### src/phtc_pkg.sv
package phtc_pkg;

    localparam int SLOTS_DEF   = 16;
    localparam int KEY_W       = 16;
    localparam int TS_W        = 5;
    localparam int OUT_SLOT_W  = 4;
    localparam int IN_TDATA_W  = 16;
    localparam int OUT_TDATA_W = 8;

    localparam logic [TS_W-1:0] TS_RESET = 5'd16;

    localparam logic OP_INSERT = 1'b0;
    localparam logic OP_SEARCH = 1'b1;

    typedef enum logic [1:0] {
        ST_STORED    = 2'd0,
        ST_FULL      = 2'd1,
        ST_FOUND     = 2'd2,
        ST_NOT_FOUND = 2'd3
    } status_t;

    typedef enum logic [1:0] {
        SEL_ZERO = 2'd0,
        SEL_HOME = 2'd1,
        SEL_CUR  = 2'd2
    } slot_sel_t;

    typedef struct packed {
        logic      clr_step;
        logic      accept;
        logic      mod_start;
        logic      mod_occ;
        logic      home_load;
        logic      rd_en;
        logic      rd_tail;
        logic      key_wr_home;
        logic      key_wr_cur;
        logic      occ_load;
        logic      probe_step;
        logic      tail_init;
        logic      tail_step;
        logic      chain_step;
        logic      link_wr;
        logic      res_load;
        status_t   res_code;
        slot_sel_t res_sel;
        logic      out_load;
    } dp_cmd_t;

    typedef struct packed {
        logic clr_last;
        logic in_search;
        logic in_key_zero;
        logic op_search;
        logic mod_done;
        logic q_zero;
        logic q_match;
        logic probe_end;
        logic home_match;
        logic has_next;
        logic cnt_max;
        logic out_free;
    } dp_stat_t;

endpackage

### src/phtc_mod.sv
module phtc_mod
    import phtc_pkg::*;
(
    input  logic             clk,
    input  logic             rst_n,
    input  logic             start,
    input  logic [KEY_W-1:0] dividend,
    input  logic [TS_W-1:0]  divisor,
    output logic             done,
    output logic [TS_W-1:0]  rem
);

    localparam int BIT_W = $clog2(KEY_W);

    logic [KEY_W-1:0] div_reg;
    logic [TS_W-1:0]  rem_reg;
    logic [BIT_W-1:0] bit_reg;
    logic             busy_reg;
    logic             done_reg;
    logic [TS_W:0]    trial;
    logic [TS_W:0]    divisor_ext;

    assign trial       = {rem_reg, div_reg[KEY_W-1]};
    assign divisor_ext = {1'b0, divisor};

    // restoring remainder, one dividend bit per cycle
    always_ff @(posedge clk or negedge rst_n)
    begin
        if (!rst_n)
        begin
            busy_reg <= 1'b0;
            done_reg <= 1'b0;
            bit_reg  <= '0;
        end
        else
        begin
            done_reg <= 1'b0;
            if (start)
            begin
                busy_reg <= 1'b1;
                bit_reg  <= '0;
            end
            else if (busy_reg)
            begin
                bit_reg <= bit_reg + BIT_W'(1);
                if (bit_reg == BIT_W'(KEY_W - 1))
                begin
                    busy_reg <= 1'b0;
                    done_reg <= 1'b1;
                end
            end
        end
    end

    always_ff @(posedge clk)
    begin
        if (start)
        begin
            div_reg <= dividend;
            rem_reg <= '0;
        end
        else if (busy_reg)
        begin
            div_reg <= {div_reg[KEY_W-2:0], 1'b0};
            if (trial >= divisor_ext)
                rem_reg <= TS_W'(trial - divisor_ext);
            else
                rem_reg <= trial[TS_W-1:0];
        end
    end

    assign done = done_reg;
    assign rem  = rem_reg;

    a_rem_in_range: assert property (@(posedge clk) disable iff (!rst_n)
        done_reg |-> rem_reg < divisor)
        else $error("remainder not below divisor");

endmodule

### src/phtc_dp.sv
module phtc_dp
    import phtc_pkg::*;
#(
    parameter int SLOTS = SLOTS_DEF
)
(
    input  logic                  clk,
    input  logic                  rst_n,
    input  logic                  cfg_we,
    input  logic [TS_W-1:0]       cfg_wdata,
    input  logic                  in_op,
    input  logic [KEY_W-1:0]      in_key,
    input  logic                  out_ready,
    input  dp_cmd_t               cmd,
    output dp_stat_t              stat,
    output logic                  out_valid,
    output status_t               out_status,
    output logic [OUT_SLOT_W-1:0] out_slot
);

    localparam int SLOT_W = $clog2(SLOTS);
    localparam int CNT_W  = $clog2(SLOTS + 1);
    localparam int CMP_W  = (CNT_W > TS_W) ? CNT_W : TS_W;
    localparam int LINK_W = SLOT_W + 1;

    logic [TS_W-1:0]   ts_reg;
    logic [TS_W-1:0]   n;
    logic              op_reg;
    logic [KEY_W-1:0]  key_reg;
    logic [KEY_W-1:0]  occ_reg;
    logic [SLOT_W-1:0] home_reg;
    logic [SLOT_W-1:0] cur_reg;
    logic [SLOT_W-1:0] tail_reg;
    logic [CNT_W-1:0]  cnt_reg;
    logic [SLOT_W-1:0] clr_reg;
    status_t           res_status_reg;
    logic [SLOT_W-1:0] res_slot_reg;
    logic [SLOT_W-1:0] res_slot_next;
    logic              out_valid_reg;
    status_t           out_status_reg;
    logic [OUT_SLOT_W-1:0] out_slot_reg;

    logic [KEY_W-1:0]  key_mem [SLOTS];
    logic [LINK_W-1:0] link_mem [SLOTS];
    logic [KEY_W-1:0]  key_q;
    logic [LINK_W-1:0] link_q;
    logic [SLOT_W-1:0] link_idx;

    logic              key_we;
    logic [SLOT_W-1:0] key_wa;
    logic [KEY_W-1:0]  key_wd;
    logic              link_we;
    logic [SLOT_W-1:0] link_wa;
    logic [LINK_W-1:0] link_wd;
    logic [SLOT_W-1:0] rd_addr;

    logic [CMP_W-1:0]  cur_inc;
    logic [SLOT_W-1:0] cur_next;

    logic              mod_done;
    logic [TS_W-1:0]   mod_rem;
    logic [KEY_W-1:0]  mod_dividend;

    // effective table size, clamped to 2..SLOTS
    always_comb
    begin
        if (ts_reg < TS_W'(2))
            n = TS_W'(2);
        else if (int'(ts_reg) > SLOTS)
            n = TS_W'(SLOTS);
        else
            n = ts_reg;
    end

    assign mod_dividend = cmd.mod_occ ? occ_reg : in_key;

    phtc_mod u_mod (
        .clk      (clk),
        .rst_n    (rst_n),
        .start    (cmd.mod_start),
        .dividend (mod_dividend),
        .divisor  (n),
        .done     (mod_done),
        .rem      (mod_rem)
    );

    assign cur_inc  = CMP_W'(cur_reg) + CMP_W'(1);
    assign cur_next = (cur_inc == CMP_W'(n)) ? '0 : SLOT_W'(cur_inc);
    assign link_idx = link_q[SLOT_W-1:0];

    always_ff @(posedge clk or negedge rst_n)
    begin
        if (!rst_n)
        begin
            ts_reg        <= TS_RESET;
            clr_reg       <= '0;
            out_valid_reg <= 1'b0;
        end
        else
        begin
            if (cfg_we)
                ts_reg <= cfg_wdata;
            if (cmd.clr_step)
                clr_reg <= clr_reg + SLOT_W'(1);
            if (cmd.out_load)
                out_valid_reg <= 1'b1;
            else if (out_ready)
                out_valid_reg <= 1'b0;
        end
    end

    always_comb
    begin
        unique case (cmd.res_sel)
            SEL_ZERO: res_slot_next = '0;
            SEL_HOME: res_slot_next = home_reg;
            SEL_CUR:  res_slot_next = cur_reg;
            default:  res_slot_next = '0;
        endcase
    end

    always_ff @(posedge clk)
    begin
        if (cmd.accept)
        begin
            op_reg  <= in_op;
            key_reg <= in_key;
        end
        if (cmd.occ_load)
            occ_reg <= key_q;
        if (cmd.home_load)
        begin
            home_reg <= SLOT_W'(mod_rem);
            cur_reg  <= SLOT_W'(mod_rem);
            cnt_reg  <= '0;
        end
        else if (cmd.probe_step)
        begin
            cur_reg <= cur_next;
            cnt_reg <= cnt_reg + CNT_W'(1);
        end
        else if (cmd.chain_step)
        begin
            cur_reg <= link_idx;
            cnt_reg <= cnt_reg + CNT_W'(1);
        end
        else if (cmd.tail_init)
        begin
            tail_reg <= home_reg;
            cnt_reg  <= '0;
        end
        else if (cmd.tail_step)
        begin
            tail_reg <= link_idx;
            cnt_reg  <= cnt_reg + CNT_W'(1);
        end
        if (cmd.res_load)
        begin
            res_status_reg <= cmd.res_code;
            res_slot_reg   <= res_slot_next;
        end
        if (cmd.out_load)
        begin
            out_status_reg <= res_status_reg;
            out_slot_reg   <= OUT_SLOT_W'(res_slot_reg);
        end
    end

    // single write port per store; the clearing pass shares it
    always_comb
    begin
        key_we  = cmd.clr_step || cmd.key_wr_home || cmd.key_wr_cur;
        key_wa  = cmd.clr_step ? clr_reg : (cmd.key_wr_home ? home_reg : cur_reg);
        key_wd  = cmd.clr_step ? '0 : key_reg;
        link_we = cmd.clr_step || cmd.link_wr;
        link_wa = cmd.clr_step ? clr_reg : tail_reg;
        link_wd = cmd.clr_step ? '0 : {1'b1, cur_reg};
        rd_addr = cmd.rd_tail ? tail_reg : cur_reg;
    end

    always_ff @(posedge clk)
    begin
        if (key_we)
            key_mem[key_wa] <= key_wd;
        if (link_we)
            link_mem[link_wa] <= link_wd;
        if (cmd.rd_en)
        begin
            key_q  <= key_mem[rd_addr];
            link_q <= link_mem[rd_addr];
        end
    end

    always_comb
    begin
        stat.clr_last    = clr_reg == SLOT_W'(SLOTS - 1);
        stat.in_search   = in_op == OP_SEARCH;
        stat.in_key_zero = in_key == '0;
        stat.op_search   = op_reg == OP_SEARCH;
        stat.mod_done    = mod_done;
        stat.q_zero      = key_q == '0;
        stat.q_match     = key_q == key_reg;
        stat.probe_end   = CMP_W'(cnt_reg) == CMP_W'(n);
        stat.home_match  = CMP_W'(mod_rem) == CMP_W'(home_reg);
        stat.has_next    = link_q[SLOT_W] && (CMP_W'(link_idx) < CMP_W'(n));
        stat.cnt_max     = cnt_reg == CNT_W'(SLOTS);
        stat.out_free    = !out_valid_reg || out_ready;
    end

    assign out_valid  = out_valid_reg;
    assign out_status = out_status_reg;
    assign out_slot   = out_slot_reg;

    a_write_empty_slot: assert property (@(posedge clk) disable iff (!rst_n)
        cmd.key_wr_cur |-> key_q == '0)
        else $error("probe wrote over an occupied slot");

    a_home_in_table: assert property (@(posedge clk) disable iff (!rst_n)
        $past(cmd.home_load) |-> CMP_W'(home_reg) < CMP_W'(n))
        else $error("home slot outside active table");

endmodule

### src/phtc_ctrl.sv
module phtc_ctrl
    import phtc_pkg::*;
(
    input  logic     clk,
    input  logic     rst_n,
    input  logic     in_valid,
    input  dp_stat_t stat,
    output dp_cmd_t  cmd,
    output logic     in_ready
);

    typedef enum logic [11:0] {
        S_CLEAR  = 12'b0000_0000_0001,
        S_IDLE   = 12'b0000_0000_0010,
        S_HOME   = 12'b0000_0000_0100,
        S_RD     = 12'b0000_0000_1000,
        S_HCHK   = 12'b0000_0001_0000,
        S_PRD    = 12'b0000_0010_0000,
        S_PCHK   = 12'b0000_0100_0000,
        S_OMOD   = 12'b0000_1000_0000,
        S_TRD    = 12'b0001_0000_0000,
        S_TCHK   = 12'b0010_0000_0000,
        S_SCHK   = 12'b0100_0000_0000,
        S_RESULT = 12'b1000_0000_0000
    } state_t;

    state_t state_reg;
    state_t state_next;

    always_ff @(posedge clk or negedge rst_n)
    begin
        if (!rst_n)
            state_reg <= S_CLEAR;
        else
            state_reg <= state_next;
    end

    always_comb
    begin
        cmd        = '0;
        in_ready   = 1'b0;
        state_next = state_reg;
        unique case (state_reg)
            S_CLEAR:
            begin
                cmd.clr_step = 1'b1;
                if (stat.clr_last)
                    state_next = S_IDLE;
            end
            S_IDLE:
            begin
                in_ready = 1'b1;
                if (in_valid)
                begin
                    cmd.accept = 1'b1;
                    if (stat.in_key_zero)
                    begin
                        cmd.res_load = 1'b1;
                        cmd.res_code = stat.in_search ? ST_NOT_FOUND : ST_FULL;
                        cmd.res_sel  = SEL_ZERO;
                        state_next   = S_RESULT;
                    end
                    else
                    begin
                        cmd.mod_start = 1'b1;
                        state_next    = S_HOME;
                    end
                end
            end
            S_HOME:
            begin
                if (stat.mod_done)
                begin
                    cmd.home_load = 1'b1;
                    state_next    = S_RD;
                end
            end
            S_RD:
            begin
                cmd.rd_en  = 1'b1;
                state_next = stat.op_search ? S_SCHK : S_HCHK;
            end
            S_HCHK:
            begin
                if (stat.q_zero)
                begin
                    cmd.key_wr_home = 1'b1;
                    cmd.res_load    = 1'b1;
                    cmd.res_code    = ST_STORED;
                    cmd.res_sel     = SEL_HOME;
                    state_next      = S_RESULT;
                end
                else
                begin
                    cmd.occ_load   = 1'b1;
                    cmd.probe_step = 1'b1;
                    state_next     = S_PRD;
                end
            end
            S_PRD:
            begin
                if (stat.probe_end)
                begin
                    cmd.res_load = 1'b1;
                    cmd.res_code = ST_FULL;
                    cmd.res_sel  = SEL_ZERO;
                    state_next   = S_RESULT;
                end
                else
                begin
                    cmd.rd_en  = 1'b1;
                    state_next = S_PCHK;
                end
            end
            S_PCHK:
            begin
                if (stat.q_zero)
                begin
                    cmd.key_wr_cur = 1'b1;
                    cmd.mod_start  = 1'b1;
                    cmd.mod_occ    = 1'b1;
                    state_next     = S_OMOD;
                end
                else
                begin
                    cmd.probe_step = 1'b1;
                    state_next     = S_PRD;
                end
            end
            S_OMOD:
            begin
                if (stat.mod_done)
                begin
                    if (stat.home_match)
                    begin
                        cmd.tail_init = 1'b1;
                        state_next    = S_TRD;
                    end
                    else
                    begin
                        cmd.res_load = 1'b1;
                        cmd.res_code = ST_STORED;
                        cmd.res_sel  = SEL_CUR;
                        state_next   = S_RESULT;
                    end
                end
            end
            S_TRD:
            begin
                cmd.rd_en   = 1'b1;
                cmd.rd_tail = 1'b1;
                state_next  = S_TCHK;
            end
            S_TCHK:
            begin
                if (stat.has_next && !stat.cnt_max)
                begin
                    cmd.tail_step = 1'b1;
                    state_next    = S_TRD;
                end
                else
                begin
                    cmd.link_wr  = 1'b1;
                    cmd.res_load = 1'b1;
                    cmd.res_code = ST_STORED;
                    cmd.res_sel  = SEL_CUR;
                    state_next   = S_RESULT;
                end
            end
            S_SCHK:
            begin
                if (stat.q_match)
                begin
                    cmd.res_load = 1'b1;
                    cmd.res_code = ST_FOUND;
                    cmd.res_sel  = SEL_CUR;
                    state_next   = S_RESULT;
                end
                else if (!stat.has_next || stat.cnt_max)
                begin
                    cmd.res_load = 1'b1;
                    cmd.res_code = ST_NOT_FOUND;
                    cmd.res_sel  = SEL_ZERO;
                    state_next   = S_RESULT;
                end
                else
                begin
                    cmd.chain_step = 1'b1;
                    state_next     = S_RD;
                end
            end
            S_RESULT:
            begin
                if (stat.out_free)
                begin
                    cmd.out_load = 1'b1;
                    state_next   = S_IDLE;
                end
            end
            default:
            begin
                state_next = S_IDLE;
            end
        endcase
    end

    a_mod_done_expected: assert property (@(posedge clk) disable iff (!rst_n)
        stat.mod_done |-> (state_reg == S_HOME || state_reg == S_OMOD))
        else $error("hash result arrived with no lookup waiting");

endmodule

### src/probing_hash_table_with_chains_core.sv
// Hash table of nonzero 16-bit keys, linear probing plus per-home chains.
// An insert (tuser 0) or search (tuser 1) takes one item and gives one
// result. The hash key mod table_size runs on a bit-serial remainder
// unit. Each memory access goes through the single registered read
// port. Search reads the home slot, then walks its chain. Insert
// stores at home when it is empty; otherwise it probes for a free slot,
// hashes the home occupant and, if it belongs to that home, links the
// new slot at the chain's tail. Results leave through an output
// register. After reset the block clears both stores before taking
// items; configuration writes are taken at any time.
module probing_hash_table_with_chains_core
    import phtc_pkg::*;
#(
    parameter int SLOTS = SLOTS_DEF
)
(
    input  logic                   clk,
    input  logic                   rst_n,
    input  logic                   s_axis_tvalid,
    output logic                   s_axis_tready,
    input  logic [IN_TDATA_W-1:0]  s_axis_tdata,   // [15:0] key
    input  logic [0:0]             s_axis_tuser,   // [0] op
    output logic                   m_axis_tvalid,
    input  logic                   m_axis_tready,
    output logic [OUT_TDATA_W-1:0] m_axis_tdata,   // [3:0] slot_index, [7:4] zero
    output logic [1:0]             m_axis_tuser,   // [1:0] status
    input  logic                   cfg_valid,
    output logic                   cfg_ready,
    input  logic [TS_W-1:0]        cfg_data        // table_size
);

    dp_cmd_t               cmd;
    dp_stat_t              stat;
    status_t               out_status;
    logic [OUT_SLOT_W-1:0] out_slot;

    assign cfg_ready = 1'b1;

    phtc_ctrl u_ctrl (
        .clk      (clk),
        .rst_n    (rst_n),
        .in_valid (s_axis_tvalid),
        .stat     (stat),
        .cmd      (cmd),
        .in_ready (s_axis_tready)
    );

    phtc_dp #(
        .SLOTS (SLOTS)
    ) u_dp (
        .clk        (clk),
        .rst_n      (rst_n),
        .cfg_we     (cfg_valid),
        .cfg_wdata  (cfg_data),
        .in_op      (s_axis_tuser[0]),
        .in_key     (s_axis_tdata[KEY_W-1:0]),
        .out_ready  (m_axis_tready),
        .cmd        (cmd),
        .stat       (stat),
        .out_valid  (m_axis_tvalid),
        .out_status (out_status),
        .out_slot   (out_slot)
    );

    assign m_axis_tdata = OUT_TDATA_W'(out_slot);
    assign m_axis_tuser = out_status;

endmodule
### config.mk
export PLATFORM = sky130hd
export DESIGN_NAME = probing_hash_table_with_chains_core
export DESIGN_NICKNAME = d
export VERILOG_FILES = /design/src/phtc_pkg.sv /design/src/phtc_mod.sv /design/src/phtc_dp.sv /design/src/phtc_ctrl.sv /design/src/probing_hash_table_with_chains_core.sv
export SDC_FILE = /design/constraint.sdc
export NUM_CORES = 1
export LEC_CHECK = 0
export ABC_AREA = 1
export BUFFER_PORTS_ARGS = -buffer_cell sky130_fd_sc_hd__buf_2
export CORE_MARGIN = 5
export CORE_UTILIZATION = 50
export DETAILED_ROUTE_END_ITERATION = 12
export PLACE_DENSITY = 0.66
export SYNTH_ARGS = -nofsm -noshare
export SYNTH_HDL_FRONTEND = slang
export SYNTH_SLANG_ARGS = --single-unit
### constraint.sdc
create_clock -name clk -period 3.4 [get_ports clk]
set_input_delay 0.68 -clock clk [delete_from_list [all_inputs] [get_ports clk]]
set_output_delay 0.68 -clock clk [all_outputs]
set_load 0.1 [all_outputs]
-- Yosys cells after proc, flatten, opt, wreduce, memory -nomap -nowiden
Memory sizes are Yosys's and may differ from the RTL's. A register that Yosys moved wholly into a read port is not among the register bits.
Index checks and enable logic that the tools add are counted.
- input bits: 27
- memories kept: 2
- bits in writable memories: 336
- register bits after elaboration: 111
- word-level logic and storage cells: 174
- output and inout port bits: 13
- multiplexer cells: 94
- reductions and logical operators: 20
- eq/ne operators: 26
- add/subtract/negate cells: 5
- bitwise gates (word level): 3
- order comparisons: 4
- memory list (memory ; words ; bits a word ; read ports ; clocked after Yosys merged registers in ; write ports ; RTL line ; RTL):
    u_dp.key_mem ; 16 ; 16 ; 1 ; 1 ; 1 ; phtc_dp.sv:43 ; logic [KEY_W-1:0] key_mem [SLOTS];
    u_dp.link_mem ; 16 ; 5 ; 1 ; 1 ; 1 ; phtc_dp.sv:44 ; logic [LINK_W-1:0] link_mem [SLOTS];
- operator list (kind ; count):
    $mux W12 ; 12
    $pmux W12 S12 ; 1
    $mux W5 ; 16
    $mux W16 ; 4
    $mux W4 ; 12
    $mux W1 ; 37
    $logic_not A16 Y1 ; 2
    $pmux W5 S6 ; 1
    $eq A16 B16 Y1 ; 1
    $eq A12 B1 Y1 const B ; 1
    $eq A12 B10 Y1 const B ; 1
    $eq A12 B11 Y1 const B ; 1
    $eq A12 B12 Y1 const B ; 1
    $eq A12 B2 Y1 const B ; 1
    $eq A12 B3 Y1 const B ; 1
    $eq A12 B4 Y1 const B ; 1
    $eq A12 B5 Y1 const B ; 1
    $eq A12 B6 Y1 const B ; 1
    $eq A12 B7 Y1 const B ; 1
    $eq A12 B8 Y1 const B ; 1
    $eq A12 B9 Y1 const B ; 1
    $mux W11 ; 1
    $eq A5 B5 Y1 ; 2
    $add A4 B1 Y4 const B ; 2
    other kinds (29) ; 49

-- Depth between registers and ports, before layout
Gate-level depths: netlist (run 1).
- depth in word-level cells: 13
- gate-level depth with buffers: 17
- gate-level depth less buffers: 17

-- Cells and area by module
A second synthesis (run 1) with hierarchy kept.
- cells, all modules: 1831
- area, all modules: 21142.8 µm²
- modules (own cells, without submodules) (module ; area an instance (µm²) ; seq. area each (µm²) ; times used ; cells each):
    phtc_dp ; 18595.3 ; 12783.5 ; 1 ; 1489
    phtc_mod ; 1411.4 ; 730.7 ; 1 ; 167
    phtc_ctrl ; 1091.0 ; 301.5 ; 1 ; 168
    probing_hash_table_with_chains_core ; 45.0 ; 0.0 ; 1 ; 7

-- Worst setup path after synthesis (run 1)
Ideal clock, no wire load.
- kind: register to register
- start: register u_ctrl.state_reg[9]
- end: register u_dp.u_mod.div_reg[0] (enable)
- clock period less this slack: 3.686 ns
- path buffers: 0
- cell stages (with the launch flop): 10
- required time: 3.025 ns
- path slack: -0.286 ns
- arrival time: 3.311 ns
- library setup time: 0.375 ns
- cells stage by stage: dfrtp_1 > nor2_2 > nand2_2 > nor3_4 > inv_1 > nor2_1 > nand2_1 > nand2_1 > inv_1 > nand2_1
- cells in the longest elaborated chain, start to end: 3
- elaborated cells between the ends (all ways): 4
- classes of those cells: eq/ne: 2; mux: 1; reduce/logical: 1
- RTL lines (what ; RTL line ; RTL):
    start: declaration ; phtc_ctrl.sv:27 ; state_t state_reg;
    start signal: assignment ; phtc_ctrl.sv:35 ; state_reg <= state_next;
    $eq A12 B7 Y1 / $eq A12 B2 Y1 (equally long branches) ; phtc_ctrl.sv:43 ; unique case (state_reg)
    $pmux W1 S2 (*) ; phtc_ctrl.sv:43 ;
    $reduce_bool A2 Y1 (no line) (*) ; n/a ;
    end signal: assignment ; phtc_mod.sv:59 ; div_reg <= dividend;
    end signal: assignment ; phtc_mod.sv:64 ; div_reg <= {div_reg[KEY_W-2:0], 1'b0};
    end: declaration ; phtc_mod.sv:15 ; logic [KEY_W-1:0] div_reg;
Mark *: on every way between the ends. The rest lies on a longest branch, timed or not.
A chain may end at the register's enable or synchronous reset.

-- Worst setup path in the final report (run 1)
- start: register u_dp.ts_reg[1]
- end: memory u_dp.link_mem[14][3] (netlist name) (enable)
- cells in the longest elaborated chain, start to end: 11
- elaborated cells between the ends (all ways): 12
- classes of those cells: order compare: 3; mux: 6; reduce/logical: 3
- RTL lines (what ; RTL line ; RTL):
    start: declaration ; phtc_dp.sv:26 ; logic [TS_W-1:0] ts_reg;
    start signal: assignment ; phtc_dp.sv:102 ; ts_reg <= cfg_wdata;
    $gt A5 B5 Y1 ; phtc_dp.sv:69 ; else if (int'(ts_reg) > SLOTS)
    $mux W5 ; phtc_dp.sv:69 ;
    $mux W5 (*) ; phtc_dp.sv:67 ; if (ts_reg < TS_W'(2))
    $lt A4 B5 Y1 (*) ; phtc_dp.sv:205 ; stat.has_next = link_q[SLOT_W] && (CMP_W'(link_idx) < CMP_W'(n));
    $logic_and A1 B1 Y1 (*) ; phtc_dp.sv:205 ;
    $logic_and A1 B1 Y1 (*) ; phtc_ctrl.sv:156 ; if (stat.has_next && !stat.cnt_max)
    $mux W6 (*) ; phtc_ctrl.sv:156 ;
    $mux W1 (*) ; phtc_ctrl.sv:43 ;
    $logic_or A1 B1 Y1 (*) ; phtc_dp.sv:175 ; link_we = cmd.clr_step || cmd.link_wr;
    $mux W1 (*) ; phtc_dp.sv:185 ; if (link_we)
    $mux W1 (not written as such) (*) ; phtc_dp.sv:186 ; link_mem[link_wa] <= link_wd;
    end: declaration ; phtc_dp.sv:44 ;
Marks and branches as above.

==> out/qor.csv, run 1 <==
stage;metric;value;unit
run_status;status;finished clean;
finish;area_delta_synth_final;12.19;%
global_route;first_global_vias;14340;
cts;clkSinkCount;468;
synth;synth_commonest_cells;nand2_1, inv_1, edfxtp_1;
place;place_ws;0.3217;ns
critical_path;reg2reg_from;u_dp.ts_reg[1]$_DFFE_PN0P_;
synth;synthArstFlopShare;5.983;%
critical_path;crit_type;register to register;
cts;ctsLongestPathBuffers;3;
routing;drtIter0Drc;1144;
synth;ys_ff_latch;468;
synth;synth_warnings;0;
place;gp_congestion;0.9739;
sta;setup_ws;0.2876;ns
sta;grt_setup_unrepaired;no;
flow_run;cap_violations;0;
routing;wl;49000;um
synth;synth_top_area_share;59.58;%
critical_path;crit_end;u_dp.link_mem[14][3]$_DFFE_PP_;
sta;fin_tns_setup;0;ns
power;ir_drop;0.4037;mV
floorplan;coreArea;0.04298;mm2
floorplan;rows;76;
sta;layout_min_cycle_time;3.112;ns
critical_path;crit_arrival;3.34;ns
critical_path;rrSetupSlack;0.29;ns
sta;maxSlewViolCount;0;
floorplan;die_y;218.2;um
hold_path;hold_path_class;input port to async pin;
cts;htreeDepth;2;
synth;ys_types;44;
critical_path;end_kind;register;
finish;registers.top_by_ff_count;u_dp.key_mem;
synth;synth.most_common_cell;nand2_1;
floorplan;ioPinCount;40;
sta;tightest_slew;1.135;ns
floorplan;die_x;218.2;um
cts;cts_tree;done;
cts;ctsHoldBuffers;0;
routing;antenna_left;0;
sta;hold_viol_final;0;
finish;post-route-util;56.57;%
critical_path;critPathLaunchType;register;
sta;slew_headroom;24.03;%
power;powerDensity;579.0;mW/mm2
synth;synthTopCellsByArea;edfxtp_1, nand2_1, nand3_1;
place;placedCellCount;2816;
synth;avgSynthCellArea;9.784;um2
cts;post-cts-setup-buffers;0;
floorplan;start_util;50.42;%
synth;yosysTopAreaCell;edfxtp_1;
synth;netlist_instances;2215;
power;p_leak;10.61;nW
finish;largest_reg_flops;256;
routing;viasPerCell;5.084;
global_route;antenna_found_initial;3;
critical_path;worst_r2r_path_depth;15;
place;io_buffers;34;
cts;worst_skew_pair.late_latency;0.61;ns
synth;seq_area_frac_synth;63.75;%
finish;final_nets;2325;
sta;clock_skew;0.03096;ns
sta;min_period_over_period;91.54;%
cts;cts_buffers;49;
finish;final-instance-count-excl-fill;2907;
synth;synth_area;0.02167;mm2
cts;cts-root-buf;clkbuf_16;
routing;vias;14780;
global_route;grt-ovfl-total;0;
routing;dr.pass1.iters;6;
floorplan;dieArea;0.04760;mm2
routing;drc;0;
cts;clk_pin_slew;0.06;ns
sta;fmaxAchievable;321.3;MHz
finish;antenna_cells;0;
routing;wl_per_cell;16.86;um
sta;setup_viol;0;
critical_path;startpoint;u_dp.ts_reg[1]$_DFFE_PN0P_;
global_route;track_usage;20.78;%
synth;synth_edf_count;430;
place;hpwl;32370;um
synth;synthFlopType;edfxtp_1;
finish;reg_top3;u_dp.key_mem (256), u_dp.link_mem (80);
finish;drive_gt1_share;9.690;%
cts;cts-resized-gates;0;
global_route;grt_pass1_wl;77630;um
critical_path;r2r-end;u_dp.link_mem[14][3]$_DFFE_PP_;
critical_path;cp_max_fo;5;
critical_path;required;3.63;ns
global_route;grt_max_degree;85;
==> per-stage QoR <==
step,total power (W),hold WS [ns],area [um2]
CTS,0.01418,0.1235,24310
detailed placement,0.008636,0.4045,22630
global route,0.01466,0.1633,24310
floorplan,0.008131,0.3844,21680
finish,0.01408,0.1238,24310
global placement,0.008599,0.4073,22630
==> power by group <==
group	switching, W	internal, W
Combinational	0.00110	0.000502
Sequential	0.000188	0.00673
Clock	0.00224	0.00332
==> worst min path at each step <==
stage	startpoint	endpoint	slack (ns)	cells after the start
2_1_floorplan	rst_n	u_ctrl.state_reg[10]$_DFFE_PN0P_	0.38	0
3_3_place_gp	u_dp.res_status_reg[1]$_DFFE_PP_	u_dp.out_status[1]$_DFFE_PP_	0.41	0
3_5_place_dp	u_dp.res_status_reg[1]$_DFFE_PP_	u_dp.out_status[1]$_DFFE_PP_	0.40	0
4_1_cts	rst_n	u_dp.u_mod.bit_reg[2]$_DFFE_PN0P_	0.12	1
5_1_grt	rst_n	u_dp.u_mod.bit_reg[2]$_DFFE_PN0P_	0.16	1
6_report	rst_n	u_dp.u_mod.bit_reg[2]$_DFFE_PN0P_	0.12	1
==> critical path: stages, from the launching register on <==
cell and delay, ns:
dfrtp_1 0.40, nor2_1 0.16, nand3_1 0.09, nand2_1 0.08, nand2_1 0.15, ha_1 0.34
nand2_1 0.06, nor3_1 0.14, nand2_1 0.07, nand2_1 0.07, nor2_1 0.09, inv_1 0.08
nand2_1 0.14, nand2_1 0.24, nand3_1 0.22, nor2_1 0.41
==> area by class of cell <==
class                   count  area [um2]
fillers                  3641       18670
flip-flops and latches    468       13820
multi-input cells        1221        5684
inverters                 443        1663
clock buffers              58        1323
repair buffers             99       733.2
well taps                 585       732.0
clock inverters            33       362.8
==> cells by family (layout without fill, tap and decap cells) <==
| family | after synthesis | count (layout) | share of synthesized area (%) |
|---|---|---|---|
| compound gates | 83 | 83 | 2.154 |
| xor+xnor | 20 | 20 | 0.8083 |
| fa+ha+maj | 16 | 16 | 0.9584 |
| buf+inv | 529 | 633 | 10.38 |
| flops | 468 | 468 | 63.75 |
| mux | 2 | 2 | 0.1039 |
| other cells | 2 | 5 | 0.03465 |
| simple gates | 1095 | 1095 | 21.81 |
==> layout by cell type (no fill, tap or decap), types with 3 or more instances in the layout <==
master      instances
buf_4              59
o21ai_0            28
edfxtp_1          430
inv_1             440
nand3_1           345
bufinv_16           7
ha_1               15
conb_1              5
nor3_1             12
clkinv_1            9
nor4_1              3
nor2_1            119
clkbuf_16          51
nand2_4             5
clkbuf_1            5
nand2_2             4
xnor2_1             4
nand2_1           561
buf_2              34
clkinvlp_4          3
nor2_2             23
xor2_1             16
buf_12              6
inv_2               3
o22ai_1             6
o21bai_1            5
nand3b_1            5
clkinv_2           12
a31oi_1            14
a21oi_1            23
dfxtp_1            10
nand4_1            10
dfrtp_1            26
==> per-layer routing <==
layer	track usage, %	up-vias	routed length (um)
li1	-	7270	-
met1	29.24	6962	21580
met2	33.01	454	22680
met3	3.754	94	3239
met4	6.992	0	1510
met5	0	-	0
Note: power is estimated with default switching activity, not from simulation.
==> run 2, diff against run 1 <==
Settings changed: CORE_UTILIZATION 50 to 48, PLACE_DENSITY 0.66 to not set.
==> run 2 against run 1 <==
Largest cell class unchanged. Clock skew decreased by 0.0080 ns. Critical path depth decreased by 7. Sequential share of layout area increased by 0.24 points. Critical path type unchanged. Largest power group unchanged.
==> out/qor.csv, run 2 (synthesized netlist as in run 1, its figures left out) <==
stage;metric;value;unit
run_status;status;finished clean;
floorplan;dieArea;0.04950;mm2
floorplan;die_y;222.5;um
critical_path;critPathLaunchType;register;
power;swShare;25.56;%
cts;cts-root-buf;clkbuf_16;
sta;setup_viol;0;
sta;hold_viol_final;0;
routing;drc;0;
finish;antenna_cells;0;
power;internal_power;0.01021;W
cts;cts_tree;done;
power;powerDensity;566.3;mW/mm2
routing;antenna_left;0;
global_route;grt_max_degree;53;
global_route;grt_pass1_wl;79770;um
floorplan;rows;77;
global_route;track_usage;20.35;%
place;hpwl;33780;um
cts;ctsLongestPathBuffers;3;
critical_path;required;3.62;ns
finish;final_nets;2329;
sta;tightest_slew;0.9287;ns
cts;cts-resized-gates;0;
global_route;antenna_found_initial;0;
finish;mostFrequentLayoutCell;nand2_1;
finish;largest_reg_flops;256;
finish;final.fill_count;3956;
critical_path;cp_max_fo;21;
place;place_ws;0.3823;ns
routing;drtIter0Drc;1403;
finish;drive_gt1_share;9.565;%
sta;hold_ws;0.1408;ns
routing;viasPerCell;5.049;
power;p_seq_share;50.4;%
finish;area_delta_synth_final;11.73;%
critical_path;end_kind;register;
sta;fmaxAchievable;325.4;MHz
cts;post-cts-setup-buffers;0;
sta;fin_tns_setup;0;ns
place;gp_congestion;0.8822;
sta;grt_setup_unrepaired;no;
routing;wl_per_cell;17.47;um
routing;dr.pass1.iters;5;
power;combPwrFrac;12.0;%
flow_run;cap_violations;0;
floorplan;coreArea;0.04441;mm2
power;p_total;0.01371;W
finish;final-instance-count-excl-fill;2913;
cts;cts_buffers;49;
routing;vias;14710;
sta;slew_headroom;38.02;%
place;placedCellCount;2827;
sta;maxSlewViolCount;0;
place;io_buffers;34;
finish;reg_top3;u_dp.key_mem (256), u_dp.link_mem (80);
routing;wl;50880;um
finish;regArea;0.01382;mm2
sta;min_period_over_period;90.39;%
sta;setup_ws;0.3268;ns
power;p_sw;0.003505;W
critical_path;crit_type;register to register;
floorplan;start_util;48.79;%
cts;htreeDepth;2;
power;p_leak;10.55;nW
finish;layout_common_cells;nand2_1, inv_1, edfxtp_1;
finish;multi_input_area;0.005684;mm2
critical_path;crit_arrival;3.30;ns
cts;worst_skew_pair.late_latency;0.59;ns
floorplan;die_x;222.5;um
cts;clk_pin_slew;0.06;ns
cts;ctsHoldBuffers;0;
global_route;grt-ovfl-total;0;
global_route;first_global_vias;14050;
power;p_clk_share;37.5;%
floorplan;ioPinCount;40;
sta;layout_min_cycle_time;3.073;ns
sta;clock_skew;0.02296;ns
finish;registers.top_by_ff_count;u_dp.key_mem;
power;ir_drop;0.5978;mV
cts;clkSinkCount;468;
hold_path;hold_path_class;input port to async pin;
[run 2: cell count changes in the layout (fill, tap and decap cells not counted), moves of 2 or more]
cell	change
bufinv_16	-4
buf_4	+3
clkbuf_1	+3
clkinv_2	-3
clkbuf_16	-2
clkbuf_8	+2
[run 2: power groups by stage]
| stage | clock, W | combinational, W | sequential (W) |
|---|---|---|---|
| floorplan | 0 | 0.00117 | 0.00696 |
| global placement | 0 | 0.00162 | 0.00703 |
| detailed placement | 0 | 0.00165 | 0.00703 |
| CTS | 0.00525 | 0.00165 | 0.00692 |
| global route | 0.00550 | 0.00184 | 0.00694 |
| finish | 0.00515 | 0.00165 | 0.00692 |
[run 2: path summary, 6_finish.rpt]
check                                           startpoint                       endpoint  slack (ns)  cells past startpoint
min in group clk                             m_axis_tready     u_dp.out_valid$_DFFE_PN0P_        0.30                      2
max in group asynchronous                            rst_n    u_dp.clr_reg[1]$_DFFE_PN0P_        2.79                      1
min reg2reg                 u_dp.res_slot_reg[3]$_DFFE_PP_     u_dp.out_slot[3]$_DFFE_PP_        0.48                      0
max                        u_ctrl.state_reg[9]$_DFFE_PN0P_  u_dp.link_mem[8][3]$_DFFE_PP_        0.33                      8
max reg2reg                u_ctrl.state_reg[9]$_DFFE_PN0P_  u_dp.link_mem[8][3]$_DFFE_PP_        0.33                      8
min                                                  rst_n     u_dp.ts_reg[2]$_DFFE_PN0P_        0.14                      1
[run 2: stage by stage]
stage / utilization [%] / area (um2)
floorplan: - / 21680
global placement: 51.06 / 22680
detailed placement: 51.06 / 22680
CTS: 54.51 / 24210
global route: 54.51 / 24210
finish: 54.51 / 24210
[run 2: cell type report]
type | count | area share, %
Inverter | 443 | 6.868
Timing Repair Buffer | 103 | 3.204
Tap cell | 592 | 3.059
Clock inverter | 25 | 0.9147
Sequential cell | 468 | 57.06
Clock buffer | 61 | 5.416
Multi-Input combinational cell | 1221 | 23.48
[run 2: critical path, cell delays in order, from the launching register on]
cell,delay [ns]
dfrtp_1,0.43
nor2_2,0.16
nand2_2,0.15
nor2_1,0.27
nand2_1,0.29
buf_4,0.31
a21oi_1,0.39
nand2_1,0.28
nor2_1,0.42
[run 2: routing by layer]
| metal | vias to the layer above | part of all wire (%) | global-route usage, % |
|---|---|---|---|
| met5 | - | 0 | 0 |
| met4 | 0 | 2.0 | 5.020 |
| met1 | 6963 | 47 | 29.66 |
| met2 | 403 | 46 | 32.52 |
| li1 | 7274 | - | - |
| met3 | 68 | 5.5 | 2.996 |
==> run 3, diff against run 2 <==
Settings changed: CORE_MARGIN 5 to 8, PLACE_DENSITY set to 0.66.
Clock period 3.4 ns to 2.5 ns, I/O delays scaled along.
==> run 3 against run 2 <==
The run now ends with negative setup slack left. Register-to-register slack got worse by 0.34 ns. Sequential power increased by 36%. Maximum frequency increased by 22%. First-iteration DRC count increased by 7.4%. Global-route usage decreased by 0.47 points. Utilization increased by 2.4 points. Count of clock-buffer cells in the layout decreased by 5. Cell count increased by 3.0%. Clock skew increased by 0.0058 ns. Non-clock buffer count increased by 78. Cell area increased by 5.7%. Clock power increased by 39%. Largest power group unchanged. Highest routed layer unchanged.
==> out/qor.csv, run 3 (synthesized netlist as in run 1, its figures left out) <==
stage;metric;value;unit
run_status;status;complete, but fails checks;
run_status;violations;negative setup slack;
power;p_seq_share;49.0;%
finish;mostFrequentLayoutCell;nand2_1;
critical_path;reg2reg_from;u_dp.ts_reg[4]$_DFFE_PN1P_;
critical_path;crit_arrival;3.02;ns
critical_path;startpoint;u_dp.ts_reg[4]$_DFFE_PN1P_;
floorplan;start_util;48.17;%
flow_run;cap_violations;0;
finish;multi_input_area;0.006091;mm2
critical_path;required;3.01;ns
finish;area_delta_synth_final;18.12;%
routing;vias;15550;
place;gp_congestion;0.9018;
sta;setup_viol;3;
power;swShare;25.74;%
sta;setup_ws;-0.01004;ns
floorplan;die_y;228.5;um
sta;hold_viol_final;0;
cts;cts_tree;done;
power;powerDensity;749.7;mW/mm2
cts;htreeDepth;2;
hold_path;hold_path_class;input port to register;
critical_path;crit_type;register to register;
place;place_area;0.02348;mm2
routing;dr.pass1.iters;6;
power;ir_drop;0.6901;mV
routing;wl_per_cell;17.85;um
floorplan;coreArea;0.04499;mm2
global_route;grt_pass1_wl;82520;um
critical_path;path_common_cell;nor2_2;
global_route;antenna_found_initial;0;
routing;viasPerCell;5.180;
cts;clk_pin_slew;0.06;ns
critical_path;cp_slowest_cell;dfstp_2;
finish;final_nets;2407;
finish;regArea;0.01382;mm2
critical_path;end_kind;register;
hold_path;holdCritStartpoint;s_axis_tuser;
sta;slew_headroom;18.09;%
power;p_sw;0.004939;W
power;combPwrFrac;13.6;%
finish;drive_gt1_share;15.58;%
finish;antenna_cells;0;
cts;worst_skew_pair.late_latency;0.58;ns
sta;tightest_slew;1.224;ns
sta;maxSlewViolCount;0;
critical_path;critPathTopFamily;simple AND/OR/NAND/NOR gates;
floorplan;ioPinCount;40;
floorplan;dieArea;0.05220;mm2
place;place_ws;-0.1989;ns
place;io_buffers;34;
sta;layout_min_cycle_time;2.510;ns
finish;registers.top_by_ff_count;u_dp.key_mem;
cts;cts-root-buf;clkbuf_16;
critical_path;slowest_delay;0.58;ns
finish;final.fill_count;3727;
sta;min_period_over_period;100.4;%
cts;ctsLongestPathBuffers;3;
routing;wl;53580;um
critical_path;critical_path_buf_inv_count;4;
sta;fmaxAchievable;398.4;MHz
finish;final_cell_area;0.02560;mm2
cts;clkSinkCount;468;
routing;antenna_left;0;
routing;drc;0;
critical_path;critPathLaunchType;register;
cts;cts_buffers;48;
sta;clock_skew;0.02875;ns
critical_path;cp_max_fo;5;
sta;hold_ws;0.1234;ns
routing;drtIter0Drc;1507;
global_route;grt_max_degree;43;
global_route;grt-ovfl-total;0;
power;internal_power;0.01425;W
critical_path;cp_cell_sequence;nor2_2 -> nand2_4 -> buf_4 -> nand2_1 -> inv_2 -> ha_2 -> inv_1 -> fa_2 -> nand3_2 -> inv_2 -> nor2_2 -> nor2_2 -> or2_4 -> a21oi_2 -> o21ai_2 -> o22ai_2;
power;p_leak;11.13;nW
finish;largest_reg_flops;256;
global_route;track_usage;19.88;%
finish;layout_common_cells;nand2_1, edfxtp_1, inv_1;
finish;post-route-util;56.89;%
global_route;first_global_vias;15040;
finish;reg_top3;u_dp.key_mem (256), u_dp.link_mem (80);
floorplan;die_x;228.5;um
place;hpwl;35140;um
floorplan;rows;78;
sta;grt_setup_unrepaired;yes;
power;p_clk_share;37.3;%
[run 3: cell count changes in the layout (fill, tap and decap cells not counted), sizes merged]
cell | previous run | this run
buf | 103 | 178
clkinvlp | 2 | 0
bufinv | 3 | 6
dlygate4sd3 | 0 | 1
or2 | 2 | 3
clkbuf | 61 | 58
inv | 444 | 445
clkinv | 19 | 23
[run 3: layer usage]
metal	GRT usage, %	vias to the layer above	routed length (um)
li1	-	7431	-
met1	26.69	7360	22560
met2	32.09	628	25080
met3	3.673	127	4213
met4	7.179	0	1722
met5	0	-	0
[run 3: metrics by stage]
stage / power, W / setup TNS, ns / cells
after floorplan: 0.01110 / -10.98 / 2218
after global placement: 0.01179 / -19.38 / 2899
after detailed placement: 0.01188 / -29.29 / 2899
after CTS: 0.01910 / -0.2420 / 2989
after global routing: 0.01989 / -8.240 / 3001
final: 0.01919 / -0.02472 / 3001
[run 3: path summary, 6_finish.rpt]
path | slack, ns | cells after the start | to
worst max register to register | -0.01 | 16 | u_dp.u_mod.rem[3]$_SDFFE_PP0P_
worst max-delay path | -0.01 | 16 | u_dp.u_mod.rem[3]$_SDFFE_PP0P_
min in group asynchronous | 0.49 | 2 | u_dp.ts_reg[3]$_DFFE_PN0P_
worst min register to register | 0.42 | 0 | u_dp.out_slot[2]$_DFFE_PP_
max in group asynchronous | 1.55 | 2 | u_ctrl.state_reg[3]$_DFFE_PN0P_
worst min-delay path | 0.12 | 1 | u_dp.op_reg$_DFFE_PP_
[run 3: layout make-up]
type                       count  share of cell area (%)
clock inverter                31                   1.237
multi-input combinational   1222                   23.80
sequential                   468                   53.97
tap                          600                   2.933
timing repair buffer         181                   6.716
clock buffer                  56                   4.849
inverter                     443                   6.496
[run 3: power by group through the flow]
stage	clock (W)	sequential, W	combinational (W)
final	0.00716	0.00941	0.00262
after global routing	0.00757	0.00944	0.00288
after CTS	0.00730	0.00940	0.00240
after detailed placement	0	0.00955	0.00233
after global placement	0	0.00955	0.00225
after floorplan	0	0.00947	0.00164
[run 3: timing repair]
| item | in CTS | in global routing |
|---|---|---|
| gates cloned | 0 | 3 |
| pin swaps | 12 | 26 |
| hold buffers | 1 | 0 |
| resized for setup | 38 | 75 |
| endpoints found under the hold margin | 26 | 0 |
| endpoints found under the setup margin | 341 | 405 |
| buffers inserted | 2 | 9 |
